`src/design/srtf_pkg.sv`:
```
package srtf_pkg;

  localparam int MaxProcsDef = 16;
  localparam int IdW         = 8;
  localparam int TimeW       = 16;
  localparam int ResW        = 20;
  localparam int SimW        = 21;
  localparam logic [ResW-1:0] ResMax = {ResW{1'b1}};

  typedef enum logic [2:0] {
    ST_LOAD,
    ST_SCAN,
    ST_RUN,
    ST_EMIT
  } srtf_state_t;

  typedef struct packed {
    logic             load;
    logic             start;
    logic             run;
    logic             shift;
    logic [SimW-1:0]  now;
    logic [TimeW-1:0] amount;
  } srtf_ctl_t;

endpackage

```
`src/design/srtf_cell.sv`:
```
module srtf_cell
  import srtf_pkg::*;
(
  input  logic             clk,
  input  srtf_ctl_t        ctl,
  input  logic             sel,
  input  logic             load_here,
  input  logic [IdW-1:0]   in_id,
  input  logic [TimeW-1:0] in_arr,
  input  logic [TimeW-1:0] in_bur,
  input  logic [IdW-1:0]   nb_id,
  input  logic [TimeW-1:0] nb_bur,
  input  logic [ResW-1:0]  nb_wait,
  output logic [IdW-1:0]   id_o,
  output logic [TimeW-1:0] arr_o,
  output logic [TimeW-1:0] bur_o,
  output logic [TimeW-1:0] rem_o,
  output logic [ResW-1:0]  wait_o
);

  logic [IdW-1:0]   id_r;
  logic [TimeW-1:0] arr_r, bur_r, rem_r;
  logic [ResW-1:0]  wait_r;
  logic [SimW:0]    used;
  logic [SimW:0]    w;

  always_comb begin
    used = (SimW+1)'(bur_r) + (SimW+1)'(arr_r);
    w    = (SimW+1)'(ctl.now) + (SimW+1)'(ctl.amount);
    w    = (w > used) ? w - used : '0;
  end

  always_ff @(posedge clk) begin
    if (ctl.load && load_here) begin
      id_r  <= in_id;
      arr_r <= in_arr;
      bur_r <= in_bur;
    end else if (ctl.start) begin
      rem_r  <= bur_r;
      wait_r <= '0;
    end else if (ctl.run && sel) begin
      rem_r <= rem_r - ctl.amount;
      if (rem_r == ctl.amount)
        wait_r <= (w > (SimW+1)'(ResMax)) ? ResMax : w[ResW-1:0];
    end else if (ctl.shift) begin
      id_r   <= nb_id;
      bur_r  <= nb_bur;
      wait_r <= nb_wait;
    end
  end

  assign id_o   = id_r;
  assign arr_o  = arr_r;
  assign bur_o  = bur_r;
  assign rem_o  = rem_r;
  assign wait_o = wait_r;

endmodule

```
`config.mk`:
```
export PLATFORM = sky130hd
export DESIGN_NAME = srtf_cell
export DESIGN_NICKNAME = d
export VERILOG_FILES = /design/src/design/srtf_pkg.sv /design/src/design/srtf_cell.sv
export SDC_FILE = /design/constraint.sdc
export NUM_CORES = 1
export LEC_CHECK = 0
export BUFFER_PORTS_ARGS = -buffer_cell sky130_fd_sc_hd__buf_2
export CAP_MARGIN = 20
export CORE_MARGIN = 4
export CORE_UTILIZATION = 30
export CTS_CLUSTER_SIZE = 16
export DETAILED_ROUTE_END_ITERATION = 10
export GPL_TIMING_DRIVEN = 0
export SYNTH_ARGS = -nofsm -noshare
export SYNTH_HDL_FRONTEND = slang
export SYNTH_SLANG_ARGS = --single-unit
```
`constraint.sdc`:
```
create_clock -name clk -period 6.8 [get_ports clk]
set_clock_uncertainty 0.1 [all_clocks]
set_input_delay 0 -clock clk [delete_from_list [all_inputs] [get_ports clk]]
set_output_delay 0 -clock clk [all_outputs]
set_load 0.01 [all_outputs]
```
[Yosys cells after proc, flatten, opt, wreduce, memory -nomap -nowiden]
Cells that the tools add are included.
Word-level totals
  logic and storage cells: 39
  output and inout port bits: 76
  input port bits: 128
  register bits after elaboration: 76
Operators by class
  muxes and demuxes: 15
  $lt $le $gt $ge: 2
  add/subtract/negate cells: 4
  reduce and logical (&&, ||, !) cells: 8
  bitwise logic cells: 1
  eq/ne operators: 4
Operators by type and width (count)
  16-bit two-way mux: 6
  20-bit two-way mux: 4
  8-bit two-way mux: 4
  21-bit by 16-bit adder with 22-bit output: 1
  22-bit by 17-bit greater-than comparator with 1-bit output: 1
  22-bit by 20-bit greater-than comparator with 1-bit output (second input constant): 1
  22-bit two-way mux: 1
  22-bit by 17-bit subtractor with 22-bit output: 1
  16-bit by 16-bit adder with 17-bit output: 1
  16-bit == test: 1
  16-bit subtractor: 1
  3-bit AND reduction: 2
  2-bit nonzero test: 2
  3-bit by 2-bit != test with 1-bit output (second input constant): 1
  3-bit nonzero test: 1
  1-bit logical AND: 2
  2-bit by 1-bit != test with 1-bit output (second input constant): 1
  2-bit != test (second input constant): 1
  2-bit AND reduction: 1
  1-bit NOT: 1

[Logic depth before layout (Yosys ltp)]
Gate-level depths: netlist of the first run.
  depth in word-level cells: 7
  depth in mapped cells: 22
  mapped depth without buffers: 21

[Worst setup path after synthesis of the first run]
Ideal clock, no wire load.
  path kind: register to register
  from: reg arr_r[1] (netlist: arr_o[1])
  to: reg wait_r[18] (netlist: wait_o[18]), data pin
  data required time: 6.439 ns
  setup time: 0.261 ns
  slack: 2.093 ns
  arrival: 4.346 ns
  stages on the path, launching flop included: 23
  path buffers: 2
  clock period less this slack: 4.707 ns
  path through: edfxtp_1 > ha_1 > a21o_1 > a21oi_1 > o21ai_0 > a21oi_1 > o21bai_1 > a41oi_1 > a211oi_1 > o21a_1 > nor2_1 > xor2_1 > ha_1 > clkbuf_1 > a21oi_1 > o21ai_0 > o21a_1 > o311a_1 > o32ai_1 > a41oi_1 > o221a_2 > buf_6 > a221o_1
On the way
  cells in the longest elaborated chain, start to end: 7
  elaborated cells between the ends (all ways): 8
  classes of those cells: add/sub (2); order compare (2); mux (4)
RTL lines
  from (decl): line srtf_cell.sv:22  | logic [TimeW-1:0] arr_r, bur_r, rem_r;
  from (signal assigned): line srtf_cell.sv:36  | arr_r <= in_arr;
  16-bit by 16-bit adder with 17-bit output (*): line srtf_cell.sv:28  | used = (SimW+1)'(bur_r) + (SimW+1)'(arr_r);
  22-bit by 17-bit subtractor with 22-bit output / 22-bit by 17-bit greater-than comparator with 1-bit output (equally long branches): line srtf_cell.sv:30  | w = (w > used) ? w - used : '0;
  22-bit two-way mux (*): line srtf_cell.sv:30
  22-bit by 20-bit greater-than comparator with 1-bit output: line srtf_cell.sv:44  | wait_r <= (w > (SimW+1)'(ResMax)) ? ResMax : w[ResW-1:0];
  20-bit two-way mux (*): line srtf_cell.sv:44
  20-bit two-way mux (*): line srtf_cell.sv:43  | if (rem_r == ctl.amount)
  20-bit two-way mux (*): line srtf_cell.sv:41  | end else if (ctl.run && sel) begin
  to (signal assigned): line srtf_cell.sv:44
  to (signal assigned): line srtf_cell.sv:48  | wait_r <= nb_wait;
  to (decl): line srtf_cell.sv:23  | logic [ResW-1:0] wait_r;
Mark *: on every way between the ends. The rest lies on a longest branch, timed or not. The select of a mux whose other input is x is not followed.
A chain may end at the register's enable or synchronous reset.

[Worst setup path after layout of the first run]
  from: reg arr_r[1] (netlist: arr_o[1])
  to: reg wait_r[6] (netlist: wait_o[6]), data pin
The elaborated chain is that of the path after synthesis.

==> impl_metrics.ini, run 1 <==
[yosys]
synth-edff-count = 76
avgSynthCellArea_um2 = 10.06
yosysWarnings = 0
synth-async-reset-ratio = 0
syn_inst = 612
synth_area_um2 = 6160
yosysSeqAreaShare = 0.3705
synth-seq-cells = 76
syn-num-nets = 808
yosys.cell_types.count = 63
ys.flop_type = edfxtp_1

[global_routing]
grt_pass1_vias = 6047
use_met2 = 0.2945
grt_use_total = 0.1704
grtUsageMet1 = 0.2097
busiest_layer = met2
antenna_found_initial = 1
grt_max_degree = 25
grt_first_pass_wirelength_um = 30100
use_met3 = 0.03740
grt-ovfl-total = 0

[route]
num_vias = 5703
first_pass_iters = 4
initialDrtViolationCount = 166
viasPerCell = 4.805
drt-total-wl_um = 19240
remaining_drc_errors = 0
ant_nets = 0
wl_per_cell_um = 16.21

[power_and_ir_drop]
finalPower_mw = 2.221
power.switching_mw = 0.8322
p_clk_frac = 0.246
p_leak_nw = 3.840
ir_worst_vdd_mv = 0.1271
switching_share = 0.3748
power_frac_comb = 0.475
p_int_mw = 1.388
power_frac_seq = 0.279
power.density_nw_per_um2 = 255.2

[cts]
cts.path.max_buffers = 2
cts_buffers = 9
htree_levels = 3
cts.sinks = 76
clk_pin_slew_worst_paths_ps = 60
postCtsSetupRepairBufs = 0
cts_tree = yes
worstSkewPairLatency_ps = 350
cts_root_buf = clkbuf_16

[floorplan]
initial_core_util = 0.3044
die_height_um = 151.3
row_count = 52
io_pins = 204
die_w_um = 151.3
die-area_um2 = 22890
core_um2 = 20230

[timing]
rsz0062_at_grt = no
setup_slack_ps = 1421
fin_crit_sh = 0.7910
drv_slew = 0
worst_slew_pin_slew_ps = 748.2
layout_min_cycle_time_ps = 5379
setup_viol = 0
hold_viol_final = 0
max_freq_ghz = 0.1859
tns_ps = 0
maxSlewHeadroom = 0.5007

[status]
status = finished clean

[critical_path]
crit_type = flop to flop
crit_slowest_cell = edfxtp_1
crit_fanout = 10
cp_data_required_time_ps = 6800
critPathMostFrequentCell = a21oi_1
end_kind = flop
cp.arrival_ps = 5380
slowest_delay_ps = 410
crit_family = compound AO/OA/AOI/OAI gates
worst-path-buf-inv = 2
ff2ff_path_depth = 21
crit_chain = ha_1 > a21o_1 > a21oi_1 > o21ai_0 > a21oi_1 > o21bai_1 > a41oi_1 > a211oi_1 > o21a_1 > nor2_1 > xor2_1 > ha_1 > clkbuf_1 > a21oi_1 > o21ai_0 > o21a_1 > o311a_1 > o32ai_1 > a41oi_1 > clkbuf_1 > a221o_1
path_depth = 21
startpoint_type = flop

[final_layout]
ff_latch_area_um2 = 2282
multiInputGateArea_um2 = 3649
finalNetCount = 1108
fillers = 1977
diodes = 0
fin_cells = 1187
stdcell_area_um2 = 8701
area_delta_synth_final_pct = 41.26
layout-drive-gt1-share = 0.2857

[placement]
postPlaceCellArea_um2 = 7521
place_congestion = 0.9207
dp_slack_ps = 1448
io_buffers = 203
hpwl_um = 15270
place_inst = 1086

[worst_hold_path]
hp-class = input port to flop
hold_depth = 3

[flow_run]
maxCapViolCount = 0
[through the flow]
stage / hold WS (ps) / util
finish: 51.55 / 0.4300
global route: 43.42 / 0.4300
CTS: 36.60 / 0.4293
detailed placement: 78.17 / 0.3717
global placement: 77.81 / 0.3713
floorplan: -1.131 / -
[flip-flops by register name, indices dropped and copies added, names as in the netlist]
signal  cells
rem_o      16
arr_o      16
bur_o      16
id_o        8
wait_o     20
[cell families (layout without fill, tap and decap cells)]
kind of cell / Yosys count / after routing / share of synthesized area
xor+xnor: 54 / 54 / 0.07800
compound gates: 173 / 173 / 0.1991
flops: 76 / 76 / 0.3705
fa+ha+maj: 68 / 68 / 0.1430
simple gates: 158 / 158 / 0.1249
buf+inv: 57 / 362 / 0.03717
mux: 26 / 26 / 0.04733
[worst reg2reg max path: stages, from the launching register on]
cell	delay, ps
edfxtp_1	410
ha_1	310
a21o_1	180
a21oi_1	200
o21ai_0	110
a21oi_1	230
o21bai_1	130
a41oi_1	370
a211oi_1	120
o21a_1	220
nor2_1	120
xor2_1	270
ha_1	290
clkbuf_1	180
a21oi_1	160
o21ai_0	120
o21a_1	230
o311a_1	370
o32ai_1	170
a41oi_1	220
clkbuf_1	280
a221o_1	350
[cells in the mapped netlist, types with 2 or more instances]
| library cell | n | share of area |
|---|---|---|
| a211oi_1 | 8 | 0.0098 |
| o31ai_1 | 5 | 0.0061 |
| o21a_1 | 6 | 0.0073 |
| o21bai_1 | 5 | 0.0061 |
| a21o_1 | 15 | 0.018 |
| or3_1 | 3 | 0.0030 |
| o21ai_1 | 4 | 0.0033 |
| nand2_1 | 43 | 0.026 |
| a41oi_1 | 3 | 0.0043 |
| clkbuf_1 | 11 | 0.0067 |
| xnor2_1 | 36 | 0.051 |
| ha_1 | 64 | 0.13 |
| o21ai_0 | 35 | 0.028 |
| inv_1 | 43 | 0.026 |
| a21oi_1 | 40 | 0.033 |
| nand2b_1 | 10 | 0.010 |
| o211ai_1 | 4 | 0.0049 |
| nor4_1 | 5 | 0.0051 |
| a221o_1 | 21 | 0.034 |
| nand4_1 | 8 | 0.0081 |
| and3_1 | 2 | 0.0020 |
| a21boi_0 | 5 | 0.0061 |
| fa_1 | 4 | 0.013 |
| mux2_2 | 25 | 0.046 |
| xor2_1 | 17 | 0.024 |
| o221a_2 | 2 | 0.0037 |
| buf_6 | 2 | 0.0037 |
| and2_1 | 4 | 0.0041 |
| nor2b_1 | 7 | 0.0071 |
| nor3_1 | 11 | 0.0089 |
| nor2_1 | 38 | 0.023 |
| nand3_1 | 16 | 0.013 |
| or2_2 | 2 | 0.0020 |
| a31oi_1 | 4 | 0.0041 |
| edfxtp_1 | 76 | 0.37 |
[power by group through the flow]
stage	registers [mW]	clock network, mW	logic (mW)
final	0.620	0.547	1.05
after detailed placement	0.630	0	1.01
after global routing	0.627	0.585	1.19
after CTS	0.620	0.561	1.06
after global placement	0.630	0	1.00
after floorplan	0.656	0	0.693
[path summary, 6_finish.rpt]
path,start,endpoint,slack [ps]
hold reg to reg,bur_o[3],rem_o[3],510
hold / removal,ctl[0],rem_o[0],50
setup / recovery,arr_o[1],wait_o[6],1420
setup reg to reg,arr_o[1],wait_o[6],1420
[timing repair]
item / 4_1_cts / 5_1_grt
endpoints found under the hold margin: 60 / 0
resized for setup: 0 / 0
hold buffers: 84 / 0
[layout by cell type, fill, tap and decap left out, types with 6 or more instances in the layout]
cell	count
nand4_1	8
nand3_1	16
xnor2_1	36
nand2_1	43
o21a_1	6
o21ai_0	35
clkbuf_16	9
nor2b_1	7
a21oi_1	40
nor2_1	38
dlygate4sd3_1	84
buf_2	203
a221o_1	21
ha_1	64
xor2_1	17
clkbuf_1	12
a211oi_1	8
a21o_1	15
nand2b_1	10
mux2_2	25
nor3_1	11
edfxtp_1	76
inv_1	43
[layer usage]
metal / vias to the layer above / share of wire
li1: 2923 / -
met1: 2565 / 0.43
met2: 188 / 0.48
met3: 25 / 0.075
met4: 2 / 0.021
met5: - / 0.00088
[final cells by class]
type,count,share of cell area
multi-input cells,479,0.4193
flip-flops and latches,76,0.2623
repair buffers,289,0.2160
well taps,270,0.03883
clock buffers,10,0.02632
inverters,44,0.01898
clock inverters,6,0.01093
plain buffers,13,0.007334
Note: power is estimated with default switching activity, not from simulation.
==> run 2: changes to the inputs <==
- ABC_AREA: unset -> 1
- clock period: 6.8 -> 5.2 ns (I/O delays scaled with it)
==> impl_metrics.ini, run 2 <==
[yosys]
avgSynthCellArea_um2 = 7.532
syn-num-nets = 1091
synth-async-reset-ratio = 0
synth_top_area_frac = 0.3385
synth-seq-cells = 76
yosysWarnings = 0
synthTopCellsByArea = edfxtp_1 34%, nand2_1 17%, ha_1 12%, inv_1 6.0%, a21oi_1 4.5%
synth-edff-count = 76
synth.largest_area_cell = edfxtp_1
yosys.cell_types.count = 45
syn_inst = 895
synth_area_um2 = 6741
yosysSeqAreaShare = 0.3385
ys.flop_type = edfxtp_1
synth_top_cells_by_count = 297 x nand2_1, 108 x inv_1, 76 x edfxtp_1, 64 x ha_1, 60 x a21oi_1
yosysMostFrequentCell = nand2_1

[flow_run]
maxCapViolCount = 0

[floorplan]
row_count = 54
initial_core_util = 0.3070
io_pins = 204
die_height_um = 157.9
core_um2 = 21960
die_w_um = 157.9
die-area_um2 = 24930

[final_layout]
final_util = 0.4235
stdcell_area_um2 = 9300
finalNetCount = 1393
area_delta_synth_final_pct = 37.95
layout_common_cells = 297 x nand2_1, 203 x buf_2, 108 x inv_1
diodes = 0
largest_reg_flops = 20
layout_commonest_cell = nand2_1
layout-drive-gt1-share = 0.2196

[critical_path]
ff2ff_path_depth = 27
end_kind = flop
path_depth = 27
worst-path-buf-inv = 5
cp_data_required_time_ps = 5190
critPathMostFrequentCell = nand2_1
crit_family = simple AND/OR/NAND/NOR gates
crit_slowest_cell = edfxtp_1
crit_type = flop to flop
slowest_delay_ps = 450
crit_fanout = 10
startpoint_type = flop
cp.arrival_ps = 4720

[global_routing]
grt-ovfl-total = 0
grt_use_total = 0.1825
grt_first_pass_wirelength_um = 35350
grt_pass1_vias = 6924
antenna_found_initial = 0
grt_max_degree = 19

[timing]
tns_ps = 0
fin_crit_sh = 0.9089
drv_slew = 0
rsz0062_at_grt = no
layout_min_cycle_time_ps = 4726
setup_slack_ps = 473.6
worst_slew_pin_slew_ps = 782.4
hold_viol_final = 0
max_freq_ghz = 0.2116
maxSlewHeadroom = 0.4784
setup_viol = 0

[power_and_ir_drop]
ir_worst_vdd_mv = 0.1852
p_leak_nw = 4.723
power.density_nw_per_um2 = 310.3

[route]
num_vias = 6935
initialDrtViolationCount = 383
ant_nets = 0
wl_per_cell_um = 15.37
remaining_drc_errors = 0
viasPerCell = 4.679
drt-total-wl_um = 22780
first_pass_iters = 5

[placement]
io_buffers = 203
postPlaceCellArea_um2 = 8192
hpwl_um = 18550
dp_slack_ps = 345.6
place_congestion = 0.9030

[cts]
postCtsSetupRepairBufs = 0
cts.path.max_buffers = 2
clk_pin_slew_worst_paths_ps = 60
cts.sinks = 76
worstSkewPairLatency_ps = 340
cts_buffers = 9
cts_tree = yes
cts_root_buf = clkbuf_16
htree_levels = 3

[worst_hold_path]
hp-class = input port to flop
hold_depth = 3

[status]
status = finished clean
## run 2: cell type report
type,count,area (um^2)
Buffer,13,75.07
Tap cell,280,350.3
Inverter,112,420.4
Clock inverter,6,38.79
Timing Repair Buffer,291,1917
Clock buffer,10,229.0
Multi-Input combinational cell,694,3988
Sequential cell,76,2282
Fill cell,2189,12660
## run 2: report_power, final
group	leakage [nW]	switching [mW]	internal, mW
registers	0.739	0.0465	0.767
clock network	0.129	0.263	0.323
logic	3.86	0.885	0.601
## run 2: worst paths after layout
kind | from | to | slack [ps]
setup / recovery | bur_o[0] | wait_o[5] | 470
hold / removal | ctl[0] | rem_o[0] | 90
setup reg to reg | bur_o[0] | wait_o[5] | 470
hold reg to reg | bur_o[7] | rem_o[7] | 540
## run 2: cells by family (layout without fill, tap and decap cells)
kind of cell	after synthesis	count (layout)	synth area share
AND/OR/NAND/NOR	446	446	0.2821
flip-flops	76	76	0.3385
adder cells (fa/ha/maj)	68	68	0.1307
AO/OA/AOI/OAI	134	134	0.1154
XOR/XNOR	46	46	0.05976
buffers and inverters	125	432	0.07350
## run 2: through the flow
step	instances	total power, mW	hold WS [ps]
2_1_floorplan	895	1.819	-1.131
3_3_place_gp	1378	2.238	77.60
3_5_place_dp	1382	2.255	78.31
4_1_cts	1482	2.908	78.25
5_1_grt	1482	3.130	86.49
6_report	1482	2.886	85.89
## run 2: routing by layer
metal	vias to the layer above	routed length [um]	global-route usage
met5	-	0	0
met4	0	457	0.05408
met3	27	1408	0.03991
met2	222	10880	0.3202
met1	3102	10030	0.2244
li1	3584	-	-
## run 2: worst reg2reg max path, stage by stage (launching register included)
cell	delay (ps)
edfxtp_1	450
ha_1	210
inv_1	70
fa_1	400
inv_1	70
a31oi_1	130
o21ai_1	330
a21oi_1	150
o21ai_0	310
a21oi_1	130
xor2_1	200
ha_1	390
nand2_1	90
nor2_1	110
inv_1	60
nor3_1	240
nand2_1	90
nand2_1	110
nand2_1	80
inv_1	60
nor2_1	50
nand2_1	50
nand2_1	50
nand2_2	130
buf_6	160
nand3_1	80
nand2_1	80
nand2_1	60
## run 2: what timing repair did
action | in CTS | in global routing
endpoints found under the hold margin | 60 | 0
endpoints found under the setup margin | 0 | 18
resized for setup | 0 | 1
hold buffers | 84 | 0
==> run 3: changes to the inputs <==
- CORE_ASPECT_RATIO: unset -> 1.1
- RECOVER_POWER: unset -> 25
==> impl_metrics.ini, run 3 (synthesized netlist as in run 2, its figures left out) <==
[global_routing]
grt-ovfl-total = 0
antenna_found_initial = 0
grt_max_degree = 20
grt_pass1_vias = 6918
grt_use_total = 0.1845
grt_first_pass_wirelength_um = 35600

[critical_path]
rr_startpoint = bur_o[0]
worstReg2RegEnd = wait_o[4]
crit_fanout = 10
crit_type = flop to flop
ff2ff_path_depth = 27
cp.arrival_ps = 4610
reg2reg_slack_ps = 600
cp-endpoint = wait_o[4]
crit_start = bur_o[0]
end_kind = flop
cp_data_required_time_ps = 5200
startpoint_type = flop

[route]
drt-total-wl_um = 22660
ant_nets = 0
initialDrtViolationCount = 395
num_vias = 6935
remaining_drc_errors = 0
first_pass_iters = 4
viasPerCell = 4.633
wl_per_cell_um = 15.14

[final_layout]
final_util = 0.4228
layout_common_cells = 297 x nand2_1, 161 x buf_2, 108 x inv_1
diodes = 0
fin_cells = 1497
area_delta_synth_final_pct = 38.66
layout-drive-gt1-share = 0.1855
largest_reg_flops = 20
finalNetCount = 1393
layout_commonest_cell = nand2_1

[flow_run]
maxCapViolCount = 0

[placement]
dp_slack_ps = 466.0
place_congestion = 0.8901
hpwl_um = 18340
io_buffers = 203
place_inst = 1397

[timing]
setup_slack_ps = 595.7
tns_ps = 0
fin_crit_sh = 0.8854
layout_min_cycle_time_ps = 4604
drv_slew = 0
hold_viol_final = 0
whs_ps = 87.07
maxSlewHeadroom = 0.4786
max_freq_ghz = 0.2172
rsz0062_at_grt = no
worst_slew_pin_slew_ps = 782.1
setup_viol = 0

[floorplan]
initial_core_util = 0.3049
die-area_um2 = 24940
die_w_um = 150.9
core_um2 = 22110
die_height_um = 165.2
io_pins = 204
row_count = 57

[power_and_ir_drop]
power_frac_comb = 0.482
power_frac_seq = 0.268
ir_worst_vdd_mv = 0.2178
p_leak_nw = 4.643
power.switching_mw = 1.205
switching_share = 0.3968
p_clk_frac = 0.249
power.density_nw_per_um2 = 324.8
p_int_mw = 1.832

[cts]
cts.sinks = 76
htree_levels = 3
cts.path.max_buffers = 2
cts_tree = yes
cts_buffers = 9
cts_root_buf = clkbuf_16
clk_pin_slew_worst_paths_ps = 70
worstSkewPairLatency_ps = 350

[worst_hold_path]
hold_depth = 3
hp-class = input port to flop

[status]
status = finished clean
==> run 3: cell count changes in the layout (fill, tap and decap cells not counted) <==
| cell | before | now |
|---|---|---|
| buf_2 | 203 | 161 |
| clkbuf_1 | 10 | 51 |
| bufinv_16 | 0 | 3 |
| clkinv_2 | 3 | 1 |
| clkinv_4 | 0 | 2 |
| clkinvlp_4 | 2 | 0 |
| inv_6 | 1 | 0 |
| inv_8 | 0 | 1 |
==> run 3: worst max-delay path, stage by stage (launching register included) <==
cell and delay [ps]:
edfxtp_1 410, ha_1 190, inv_1 70, fa_1 400, inv_1 70, a31oi_1 130
o21ai_1 300, a21oi_1 150, o21ai_0 320, a21oi_1 130, xor2_1 190, ha_1 380
nand2_1 80, nor2_1 100, inv_1 60, nor3_1 230, nand2_1 100, nand2_1 110
nand2_1 80, inv_1 70, nor2_1 50, nand2_1 50, nand2_1 50, nand2_2 130
buf_6 160, nand3_1 70, nand2_1 90, nand2_1 60
==> run 3: metal layers <==
layer / part of all wire / up-vias / global-route usage
li1: - / 3585 / -
met5: 0 / - / 0
met1: 0.43 / 3094 / 0.2249
met3: 0.068 / 24 / 0.04421
met4: 0.020 / 0 / 0.05523
met2: 0.49 / 232 / 0.3224
==> run 3: how the worst min path moves through the flow <==
stage,end,from,slack [ps]
4_1_cts,rem_o[0],ctl[0],80
6_report,rem_o[0],ctl[0],90
3_3_place_gp,arr_o[8],in_arr[8],80
3_5_place_dp,arr_o[2],in_arr[2],80
2_1_floorplan,arr_o[0],in_arr[0],-1
5_1_grt,rem_o[0],ctl[0],90
==> run 3: per-stage QoR <==
| stage | power [mW] | cell area, um^2 |
|---|---|---|
| 2_1_floorplan | 1.819 | 6741 |
| 3_3_place_gp | 2.229 | 8127 |
| 3_5_place_dp | 2.246 | 8210 |
| 4_1_cts | 3.069 | 9400 |
| 5_1_grt | 3.292 | 9348 |
| 6_report | 3.036 | 9348 |
==> run 3: final cells by class <==
cell class,instances,area (um^2)
clock buffers,9,225.2
fillers,2289,12760
flip-flops and latches,76,2282
clock inverters,7,123.9
well taps,295,369.1
multi-input cells,694,3988
repair buffers,291,1864
plain buffers,13,75.07
inverters,112,420.4
==> run 3: repair_timing <==
action | in CTS | in global routing
setup buffers | 0 | 0
endpoints found under the hold margin | 60 | 0
resized for setup | 0 | 1
hold buffers | 84 | 0
endpoints found under the setup margin | 0 | 10
==> run 3: power by group through the flow <==
stage / sequential [mW] / combinational [mW] / clock, mW
4_1_cts: 0.816 / 1.48 / 0.775
3_3_place_gp: 0.829 / 1.40 / 0
3_5_place_dp: 0.829 / 1.42 / 0
2_1_floorplan: 0.847 / 0.972 / 0
5_1_grt: 0.822 / 1.67 / 0.802
6_report: 0.814 / 1.46 / 0.757
